[src/rtl/dmc_pkg.sv]
// ----------------------------------------------------------------------------
// dmc_pkg
// Shared constants, state codes and the divider request for the DMC bit
// predictor.
// ----------------------------------------------------------------------------
package dmc_pkg;

	localparam int NODES_DEF   = 262144;
	localparam int CNT_W       = 17;
	localparam int THR_W       = 16;
	localparam int FRAC_W      = 28;
	localparam int FRAC_SH     = 11;
	localparam int DECAY_SH    = 6;
	localparam int Q_SH        = 16;
	localparam int BRAID_NODES = 65280;
	localparam int TREE_LAST   = 254;
	localparam int TREE_INNER  = 127;
	localparam int TREE_NODES  = 255;
	localparam int INIT_HI     = 2048;
	localparam int INIT_LO     = 512;
	localparam int INIT_LIMIT  = 1024;
	localparam int BIT_INC     = 1024;
	localparam int THR_CAP     = 8 * 1024;

	// serial divider operand widths
	localparam int DIV_NW = 34;
	localparam int DIV_DW = 19;

	typedef struct packed {
		logic              start;
		logic [DIV_NW-1:0] num;
		logic [DIV_DW-1:0] den;
	} div_req_t;

	typedef enum logic [17:0] {
		ST_IDLE  = 18'h00001,
		ST_SWEEP = 18'h00002,
		ST_RDCUR = 18'h00004,
		ST_UPD   = 18'h00008,
		ST_RDNXT = 18'h00010,
		ST_CHK   = 18'h00020,
		ST_MUL0  = 18'h00040,
		ST_DIV0  = 18'h00080,
		ST_MUL1  = 18'h00100,
		ST_DIV1  = 18'h00200,
		ST_WRNW  = 18'h00400,
		ST_WRNXT = 18'h00800,
		ST_WRCUR = 18'h01000,
		ST_RDOUT = 18'h02000,
		ST_OUTD  = 18'h04000,
		ST_PST   = 18'h08000,
		ST_PWAIT = 18'h10000,
		ST_FIN   = 18'h20000
	} state_t;

endpackage

[src/rtl/dmc_divider.sv]
// ----------------------------------------------------------------------------
// dmc_divider
// Restoring divider, one quotient bit per cycle, shared by the clone split
// and the probability.
// ----------------------------------------------------------------------------
module dmc_divider import dmc_pkg::*; (
	input  logic              clk,
	input  logic              arst_n,
	input  div_req_t          req,
	output logic              done,
	output logic [DIV_NW-1:0] quo
);

	logic [DIV_NW-1:0] num_q;
	logic [DIV_DW-1:0] den_q;
	logic [DIV_DW-1:0] rem_q;
	logic [5:0]        cnt_q;
	logic              busy_q;
	logic              done_q;
	logic [DIV_DW:0]   sh;
	logic              qbit;

	// trial subtract
	always_comb begin
		sh   = {rem_q, num_q[DIV_NW-1]};
		qbit = (sh >= {1'b0, den_q});
	end

	always_ff @(posedge clk or negedge arst_n) begin
		if (!arst_n) begin
			busy_q <= 1'b0;
			done_q <= 1'b0;
			cnt_q  <= '0;
		end else begin
			done_q <= 1'b0;
			if (req.start) begin
				busy_q <= 1'b1;
				cnt_q  <= 6'(DIV_NW);
			end else if (busy_q) begin
				cnt_q <= cnt_q - 6'd1;
				if (cnt_q == 6'd1) begin
					busy_q <= 1'b0;
					done_q <= 1'b1;
				end
			end
		end
	end

	// quotient shifts into the numerator register
	always_ff @(posedge clk) begin
		if (req.start) begin
			num_q <= req.num;
			den_q <= req.den;
			rem_q <= '0;
		end else if (busy_q) begin
			num_q <= {num_q[DIV_NW-2:0], qbit};
			rem_q <= qbit ? DIV_DW'(sh - {1'b0, den_q}) : sh[DIV_DW-1:0];
		end
	end

	assign done = done_q;
	assign quo  = num_q;

endmodule
[config.mk]
export PLATFORM = sky130hd
export DESIGN_NAME = dmc_divider
export DESIGN_NICKNAME = d
export VERILOG_FILES = /design/src/rtl/dmc_pkg.sv /design/src/rtl/dmc_divider.sv
export SDC_FILE = /design/constraint.sdc
export NUM_CORES = 1
export LEC_CHECK = 0
export BUFFER_PORTS_ARGS = -buffer_cell sky130_fd_sc_hd__buf_2
export CAP_MARGIN = 0
export CORE_MARGIN = 5
export CORE_UTILIZATION = 55
export CTS_BUF_LIST = sky130_fd_sc_hd__clkbuf_16
export CTS_CLUSTER_DIAMETER = 200
export DETAILED_ROUTE_END_ITERATION = 10
export PLACE_DENSITY = 0.89
export SLEW_MARGIN = 20
export SYNTH_ARGS = -nofsm -noshare
export SYNTH_HDL_FRONTEND = slang
export SYNTH_SLANG_ARGS = --single-unit
export TNS_END_PERCENT = 50
[constraint.sdc]
create_clock -name clk -period 2.78 [get_ports clk]
set_input_delay 0.278 -clock clk [delete_from_list [all_inputs] [get_ports clk]]
set_output_delay 0.278 -clock clk [all_outputs]
set_load 0.01 [all_outputs]
# Yosys cells after proc, flatten, opt, wreduce, memory -nomap -nowiden
# Index checks and enable logic that the tools add are counted.
[totals] reg_bits=80 input_bits=56 output_inout_bits=35
[classes] add_sub_neg=2 order_cmp=1 eq_ne=1 muxes=11 reduce_logical=1
[ops] operator="34-bit two-way mux" n=2
[ops] operator="20-bit by 19-bit greater-or-equal comparator with 1-bit output" n=1
[ops] operator="19-bit two-way mux" n=1
[ops] operator="19-bit subtractor" n=1
[ops] operator="6-bit two-way mux" n=2
[ops] operator="6-bit by 1-bit equality test with 1-bit output, second input constant" n=1
[ops] operator="1-bit two-way mux" n=6
[ops] operator="6-bit by 1-bit subtractor with 6-bit output, second input constant" n=1
[ops] operator="2-bit nonzero test" n=1

# Depth between registers and ports, before layout
# Gate-level depths: netlist of the first run.
[depth] depth_word=4 depth_mapped=12

# Worst setup path after synthesis of the first run
# OpenSTA, ideal clock, no wires.
[synth_timing] kind="reg2reg" start="reg num_q[33] (netlist: quo[33])" end="reg rem_q[2]" setup_time_ns=0.088 arrival_ns=2.396 t_required_ns=2.692 setup_slack_ns=0.296 stages_incl_launch_ff=13 n_path_buf=2 path_cell_list="edfxtp_1 -> inv_1 -> ha_1 -> fa_1 -> nand2b_1 -> a21oi_2 -> o21ai_2 -> o2111ai_2 -> and2_1 -> buf_6 -> buf_12 -> nand3_2 -> a311oi_2"
[synth_between] elab_chain_cells=2
[synth_rtl] element="start: declaration" line_no="dmc_divider.sv:14" text="logic [DIV_NW-1:0] num_q;"
[synth_rtl] element="start signal: assignment" line_no="dmc_divider.sv:52" text="num_q <= req.num;"
[synth_rtl] element="start signal: assignment" line_no="dmc_divider.sv:56" text="num_q <= {num_q[DIV_NW-2:0], qbit};"
[synth_rtl] element="19-bit subtractor / 20-bit by 19-bit greater-or-equal comparator with 1-bit output (equally long branches)" line_no="dmc_divider.sv:57, dmc_divider.sv:26"
[synth_rtl] element="19-bit two-way mux (*)" line_no="dmc_divider.sv:57" text="rem_q <= qbit ? DIV_DW'(sh - {1'b0, den_q}) : sh[DIV_DW-1:0];"
[synth_rtl] element="end signal: assignment" line_no="dmc_divider.sv:57"
[synth_rtl] element="end: declaration" line_no="dmc_divider.sv:16" text="logic [DIV_DW-1:0] rem_q;"
# Mark *: on every way between the ends. The rest lies on a longest branch, timed or not.
# A chain may end at the register's enable or synchronous reset.

# Final worst setup path of the first run
[layout_timing] start="reg num_q[33] (netlist: quo[33])" end="reg rem_q[8]"
# Same word-level chain as after synthesis.

==> flow_metrics.env, run 1 <==
export IMPL_status="finished, final reports clean"
export IMPL_ir_drop_uv=524.8
export IMPL_min_period_ps=2597
export IMPL_wl_met2_microns=5119
export IMPL_nNetsFinal=571
export IMPL_syn_area_sq_mm=0.004369
export IMPL_vias_per_cell=5.868
export IMPL_antenna_found_initial=0
export IMPL_htreeDepth=3
export IMPL_num_rows=32
export IMPL_grt_ovfl_total=0
export IMPL_critPathMaxStageDelay_ps=400
export IMPL_syn_inst=401
export IMPL_grt_pass1_vias=3581
export IMPL_cp_max_fo=7
export IMPL_drv_slew=0
export IMPL_synth_edff_count=53
export IMPL_setup_ws_ps=183.5
export IMPL_synthesis_nets=479
export IMPL_io_buffers=90
export IMPL_total_leakage_power_uw=0.002222
export IMPL_worst_path_max_delay_cell="fa_1"
export IMPL_hp_class="input pin to flip-flop"
export IMPL_final_cell_mix="90 x buf_2, 53 x edfxtp_1, 33 x mux2_2, 31 x nand2_1, 30 x nor2_1"
export IMPL_wl_met1_microns=4197
export IMPL_clock_sinks=80
export IMPL_reg2reg_depth=11
export IMPL_yosysSeqAreaShare_pct=49.71
export IMPL_clkTransAtPathRegs_ps=60
export IMPL_skew_ps=7.100
export IMPL_routed_wl_microns=10480
export IMPL_synth_distinct_cells=62
export IMPL_synthArstFlopShare_pct=10.00
export IMPL_antenna_left=0
export IMPL_rsz0062_at_grt="false"
export IMPL_cts_root_buffer="clkbuf_16"
export IMPL_avgSynthCellArea_sq_um=10.90
export IMPL_dieHeight_microns=99.13
export IMPL_pre_cts_ws_ps=98.11
export IMPL_initial_utilization_pct=56.54
export IMPL_wl_met3_microns=911
export IMPL_hold_violations=0
export IMPL_cts_buffers=9
export IMPL_tritoncts="built"
export IMPL_via_count=3521
export IMPL_die_width_microns=99.13
export IMPL_slew_headroom_pct=51.82
export IMPL_grt_max_degree=32
export IMPL_fin_tns_setup_ps=0
export IMPL_finalSetupViolCount=0
export IMPL_crit_chain="inv_1 -> ha_1 -> fa_1 -> nand2b_4 -> a21oi_4 -> o21ai_2 -> o2111ai_2 -> and2_4 -> buf_6 -> mux2i_1 -> a211oi_1"
export IMPL_dr_pass1_iters=5
export IMPL_gp_congestion=0.9441
export IMPL_antenna_cells=0
export IMPL_wire_per_inst_microns=17.46
export IMPL_track_usage_pct=21.45
export IMPL_yosys_warnings=0
export IMPL_hold_depth=1
export IMPL_final_common_cell="buf_2"
export IMPL_area_growth_syn_to_layout_pct=19.62
export IMPL_worst_setup_path_start_kind="flip-flop"
export IMPL_fin_crit_sh_pct=93.40
export IMPL_worst_pin_slew_ps=722.6
export IMPL_top_layer_used="met4"
export IMPL_first_iter_violations=236
export IMPL_dp_hpwl_microns=7625
export IMPL_drive_gt1_share_pct=32.33
export IMPL_crit_buf_inv=2
export IMPL_fp_coreArea_sq_mm=0.007727
export IMPL_fmax_mhz=385.1
export IMPL_clk_latency_ps=340
export IMPL_drv_cap=0
export IMPL_worstSetupPathType="flip-flop to flip-flop"
export IMPL_drcViolationCount=0
export IMPL_ys_seq_elements=80
export IMPL_power_density_mw_per_mm2=567.8
export IMPL_required_ps=2970
export IMPL_worst_setup_path_end_kind="flip-flop"
export IMPL_n_fill_cell=552
export IMPL_yosys_most_used_dff="edfxtp_1"
export IMPL_arrival_ps=2780
export IMPL_pin_count=91
export IMPL_die_area_sq_mm=0.009827
export IMPL_critical_path_depth=11
export IMPL_place_area_sq_mm=0.004927
export IMPL_ctsLongestPathBuffers=2
export IMPL_fin_area_sq_mm=0.005226
export IMPL_grt_pass1_wl_microns=16950
export IMPL_crit_family="adder cells"
-- worst reg2reg max path, cell delays in order (launching register included) --
cell,delay [ps]
edfxtp_1,380
inv_1,70
ha_1,220
fa_1,400
nand2b_4,180
a21oi_4,150
o21ai_2,120
o2111ai_2,260
and2_4,230
buf_6,150
mux2i_1,200
a211oi_1,90
-- final timing paths --
| path | startpoint | end | slack (ps) |
|---|---|---|---|
| min in group asynchronous | arst_n | busy_q | 330 |
| worst min register to register | rem_q[3] | rem_q[3] | 470 |
| worst max-delay path | quo[33] | rem_q[8] | 180 |
| worst max register to register | quo[33] | rem_q[8] | 180 |
| worst min-delay path | req[14] | den_q[14] | 120 |
| max in group asynchronous | arst_n | done | 2290 |
-- what timing repair did --
item / CTS / global route
hold buffers: 1 / 0
hold endpoints to repair: 8 / 0
endpoints found under the setup margin: 0 / 17
gates resized for setup: 0 / 6
setup buffers: 0 / 0
-- per-layer routing --
layer,global-route usage [%],vias up
met5,0,-
met4,7.983,0
met3,5.470,27
met2,36.21,170
met1,26.53,1670
li1,-,1654
-- sequential cells by signal, summed over array words and instances, names as in the netlist --
signal  flops
quo        34
den_q      19
rem_q      19
cnt_q       6
busy_q      1
done        1
-- power breakdown --
part	leakage (uW)	internal (uW)	switching, uW
logic	0.00129	214	247
registers	0.000797	1380	57.8
clock network	0.000137	598	472
-- area by class of cell --
| class | instances | area [sq um] | area share [%] |
|---|---|---|---|
| Multi-Input combinational cell | 273 | 2004 | 38.35 |
| Tap cell | 102 | 127.6 | 2.442 |
| Sequential cell | 80 | 2172 | 41.56 |
| Inverter | 28 | 105.1 | 2.011 |
| Clock buffer | 9 | 225.2 | 4.309 |
| Clock inverter | 7 | 40.04 | 0.7661 |
| Timing Repair Buffer | 101 | 551.8 | 10.56 |
-- cells by family after synthesis --
group	count (synthesis)	share of synthesized area (%)
xor+xnor	15	3.007
buf+inv	48	4.868
flops	80	49.71
fa+ha+maj	22	6.472
simple gates	108	12.11
mux	40	10.11
compound gates	88	13.72
-- stage by stage --
stage          power [uW]  hold WS (ps)  cells  util, %
2_1_floorplan        1727        -17.59    401        -
3_3_place_gp         1878         123.3    583    63.76
3_5_place_dp         1904         128.8    583    63.76
4_1_cts              2967         113.8    600    67.33
5_1_grt              3087         114.7    600    67.63
6_report             2968         120.0    600    67.63
-- Yosys cell counts (all sizes together) (3+ instances only) --
| cell | count | area (sq um) |
|---|---|---|
| a211oi | 7 | 57.55 |
| a21oi | 24 | 127.6 |
| a311oi | 3 | 32.53 |
| a32oi | 5 | 43.79 |
| and2 | 3 | 18.77 |
| buf | 11 | 72.57 |
| clkbuf | 9 | 35.03 |
| dfrtp | 8 | 200.2 |
| dfxtp | 19 | 380.4 |
| edfxtp | 53 | 1592 |
| ha | 21 | 262.8 |
| inv | 28 | 105.1 |
| mux2 | 33 | 371.6 |
| mux2i | 7 | 70.07 |
| nand2 | 32 | 120.1 |
| nand2b | 7 | 43.79 |
| nand3 | 5 | 30.03 |
| nand4 | 5 | 31.28 |
| nor2 | 30 | 112.6 |
| nor2b | 5 | 31.28 |
| nor3 | 9 | 45.04 |
| nor3b | 3 | 27.52 |
| o211ai | 3 | 22.52 |
| o21a | 4 | 30.03 |
| o21ai | 21 | 108.9 |
| o31ai | 3 | 22.52 |
| xnor2 | 10 | 87.58 |
| xor2 | 5 | 43.79 |
Power figures use the tool's default switching activity.
==> run 2: changes to the inputs <==
--- a/config.mk
+++ b/config.mk
@@ -5,15 +5,15 @@
 export SDC_FILE = /design/constraint.sdc
 export NUM_CORES = 1
 export LEC_CHECK = 0
+export ABC_AREA = 1
 export BUFFER_PORTS_ARGS = -buffer_cell sky130_fd_sc_hd__buf_2
 export CAP_MARGIN = 0
 export CORE_MARGIN = 5
-export CORE_UTILIZATION = 55
+export CORE_UTILIZATION = 56
 export CTS_BUF_LIST = sky130_fd_sc_hd__clkbuf_16
 export CTS_CLUSTER_DIAMETER = 200
 export DETAILED_ROUTE_END_ITERATION = 10
-export PLACE_DENSITY = 0.89
-export SLEW_MARGIN = 20
+export PLACE_DENSITY = 0.9
 export SYNTH_ARGS = -nofsm -noshare
 export SYNTH_HDL_FRONTEND = slang
 export SYNTH_SLANG_ARGS = --single-unit
==> run 2 against run 1 <==
Net effect: die area up 4.4%; critical endpoint is now rem_q[0]; highest routed layer unchanged; combinational power rose to 3.9 times the previous value; core utilization down 0.48 points; clock skew up 5.4 ps; via count up 19%; global-route usage up 1.6 points; cell area up 5.1%; synthesized area up 6.8%; routed wire length up 7.9%; synthesized cell count up 51%; maximum frequency up 11%.
==> flow_metrics.env, run 2 <==
export IMPL_finalSetupViolCount=0
export IMPL_dp_hpwl_microns=8369
export IMPL_io_buffers=90
export IMPL_clkTransAtPathRegs_ps=70
export IMPL_initial_utilization_pct=57.06
export IMPL_fin_crit_sh_pct=83.99
export IMPL_largest_reg_flops=34
export IMPL_status="finished, final reports clean"
export IMPL_track_usage_pct=23.09
export IMPL_routed_wl_microns=11310
export IMPL_grt_pass1_vias=4115
export IMPL_grt_ovfl_total=0
export IMPL_tritoncts="built"
export IMPL_hp_class="input pin to flip-flop"
export IMPL_synthesis_nets=683
export IMPL_rsz0062_at_grt="false"
export IMPL_clock_sinks=80
export IMPL_syn_area_sq_mm=0.004664
export IMPL_total_leakage_power_uw=0.002918
export IMPL_dr_pass1_iters=6
export IMPL_reg2reg_depth=13
export IMPL_drv_cap=0
export IMPL_critPathMaxStageDelay_ps=430
export IMPL_avgSynthCellArea_sq_um=7.710
export IMPL_num_rows=33
export IMPL_grt_max_degree=39
export IMPL_skew_ps=12.48
export IMPL_worst_path_max_delay_cell="fa_1"
export IMPL_fin_area_sq_mm=0.005490
export IMPL_yosys_top_cells_count="247 x nand2_1, 84 x inv_1, 53 x edfxtp_1, 44 x nand3_1, 22 x nor2_1"
export IMPL_via_count=4181
export IMPL_arrival_ps=2550
export IMPL_cts_root_buffer="clkbuf_16"
export IMPL_whs_endpoint="den_q[18]"
export IMPL_cp_max_fo=21
export IMPL_worstSetupPathType="flip-flop to flip-flop"
export IMPL_gp_congestion=0.9570
export IMPL_min_period_ps=2335
export IMPL_final_cells=804
export IMPL_die_width_microns=101.3
export IMPL_final_cell_mix="247 x nand2_1, 90 x buf_2, 84 x inv_1, 53 x edfxtp_1, 44 x nand3_1"
export IMPL_cp_common_cell="nand2_1"
export IMPL_synthMostInstantiatedCell="nand2_1"
export IMPL_yosys_area_top_type_share_pct=34.12
export IMPL_dp_cells=787
export IMPL_cts_buffers=9
export IMPL_ctsResizeCount=0
export IMPL_slew_headroom_pct=59.89
export IMPL_antenna_found_initial=0
export IMPL_ctsLongestPathBuffers=2
export IMPL_worst_setup_path_end_kind="flip-flop"
export IMPL_yosys_area_top_type="edfxtp_1"
export IMPL_vias_per_cell=5.200
export IMPL_synthArstFlopShare_pct=10.00
export IMPL_synth_distinct_cells=35
export IMPL_dieHeight_microns=101.3
export IMPL_wire_per_inst_microns=14.06
export IMPL_hold_depth=1
export IMPL_pin_count=91
export IMPL_worst_setup_path_start_kind="flip-flop"
export IMPL_first_iter_violations=280
export IMPL_synth_edff_count=53
export IMPL_yosys_most_used_dff="edfxtp_1"
export IMPL_nNetsFinal=772
export IMPL_yosys_warnings=0
export IMPL_worst_pin_slew_ps=601.6
export IMPL_timing_rr_end="rem_q[0]"
export IMPL_place_area_sq_mm=0.005185
export IMPL_drcViolationCount=0
export IMPL_htreeDepth=3
export IMPL_syn_inst=605
export IMPL_die_area_sq_mm=0.01025
export IMPL_fin_tns_setup_ps=0
export IMPL_r2r_start="quo[33]"
export IMPL_fmax_mhz=428.3
export IMPL_cts_setup_buffers=0
export IMPL_drive_gt1_share_pct=18.88
export IMPL_crit_chain="inv_1 -> ha_1 -> fa_1 -> inv_1 -> nand3_1 -> nand2_1 -> nand2_1 -> nand3_2 -> nand2_4 -> nand2_8 -> nand2_1 -> nand3_1 -> o21ai_0"
export IMPL_crit_buf_inv=2
export IMPL_clk_latency_ps=340
export IMPL_hp_start="req[18]"
export IMPL_holdBufCountCts=1
export IMPL_synth_area_leaders="edfxtp_1 34%, nand2_1 20%, dfxtp_1 8.2%, inv_1 6.8%, ha_1 5.6%"
export IMPL_fp_coreArea_sq_mm=0.008175
export IMPL_power_density_mw_per_mm2=832.4
export IMPL_required_ps=2990
export IMPL_n_fill_cell=636
export IMPL_yosysSeqAreaShare_pct=46.57
export IMPL_post_route_util_pct=67.16
export IMPL_ir_drop_uv=431.1
export IMPL_crit_family="simple AND/OR/NAND/NOR gates"
export IMPL_timing_reg2reg_setup_slack_ps=450
export IMPL_drv_slew=0
export IMPL_antenna_left=0
export IMPL_hold_violations=0
export IMPL_grt_pass1_wl_microns=18750
export IMPL_antenna_cells=0
export IMPL_ys_seq_elements=80
export IMPL_final_common_cell="nand2_1"
export IMPL_area_growth_syn_to_layout_pct=17.70
-- run 2: cell count changes after synthesis, moves of 6 or more --
cell	before	now
a211oi_1	6	0
a21oi_1	22	15
inv_1	28	84
mux2_2	33	0
mux2i_1	7	0
nand2_1	32	247
nand2b_1	7	0
nand3_1	4	44
nand3b_1	1	11
nor2_1	30	22
o21ai_1	6	0
-- run 2: how the worst max path moves through the flow --
| stage | cells past startpoint | startpoint | end |
|---|---|---|---|
| after floorplan | 4 | req[53] | quo[0] |
| after global placement | 13 | quo[33] | rem_q[0] |
| after detailed placement | 13 | quo[33] | rem_q[0] |
| after CTS | 13 | quo[33] | rem_q[0] |
| after global routing | 13 | quo[33] | rem_q[0] |
| final | 13 | quo[33] | rem_q[0] |
-- run 2: layout make-up --
cell class	count	area [sq um]	area share [%]
flip-flops and latches	80	2172	39.56
inverters	90	337.8	6.153
repair buffers	97	505.5	9.207
clock inverters	7	70.07	1.276
clock buffers	9	225.2	4.102
multi-input cells	416	2048	37.31
well taps	105	131.4	2.393
-- run 2: metrics by stage --
step	power (uW)	setup WS, ps	hold WS, ps
after floorplan	2953	584.1	-17.59
after global placement	3300	624.1	124.2
after detailed placement	3365	504.8	132.2
after CTS	4551	455.5	96.29
after global routing	4887	250.3	94.33
final	4570	445.1	106.7
-- run 2: cell families after synthesis --
family | synth area share (%)
XOR/XNOR | 1.690
adder cells (fa/ha/maj) | 6.062
AO/OA/AOI/OAI | 4.453
buffers and inverters | 9.522
AND/OR/NAND/NOR | 31.71
flip-flops | 46.57
-- run 2: worst reg2reg max path, delay by kind of cell, from the launching register on --
kind | cells | cell delay (ps)
AOI/OAI and AO/OA | 1 | 110
adders and majority gates | 2 | 670
buffers and inverters | 2 | 160
DFF | 1 | 340
and+or+nand+nor | 8 | 940
-- run 2: power by group --
group / switching (uW) / internal (uW)
registers: 126 / 1470
logic: 1160 / 648
clock network: 531 / 632
-- run 2: layer usage --
metal,GRT usage [%],routed length (microns),part of all wire (%),vias to the layer above
met5,0,0,0,-
met4,8.793,288,2.5,0
met3,4.132,797,7.0,27
met2,38.73,5551,49,168
met1,29.84,4667,41,1901
li1,-,-,-,2085
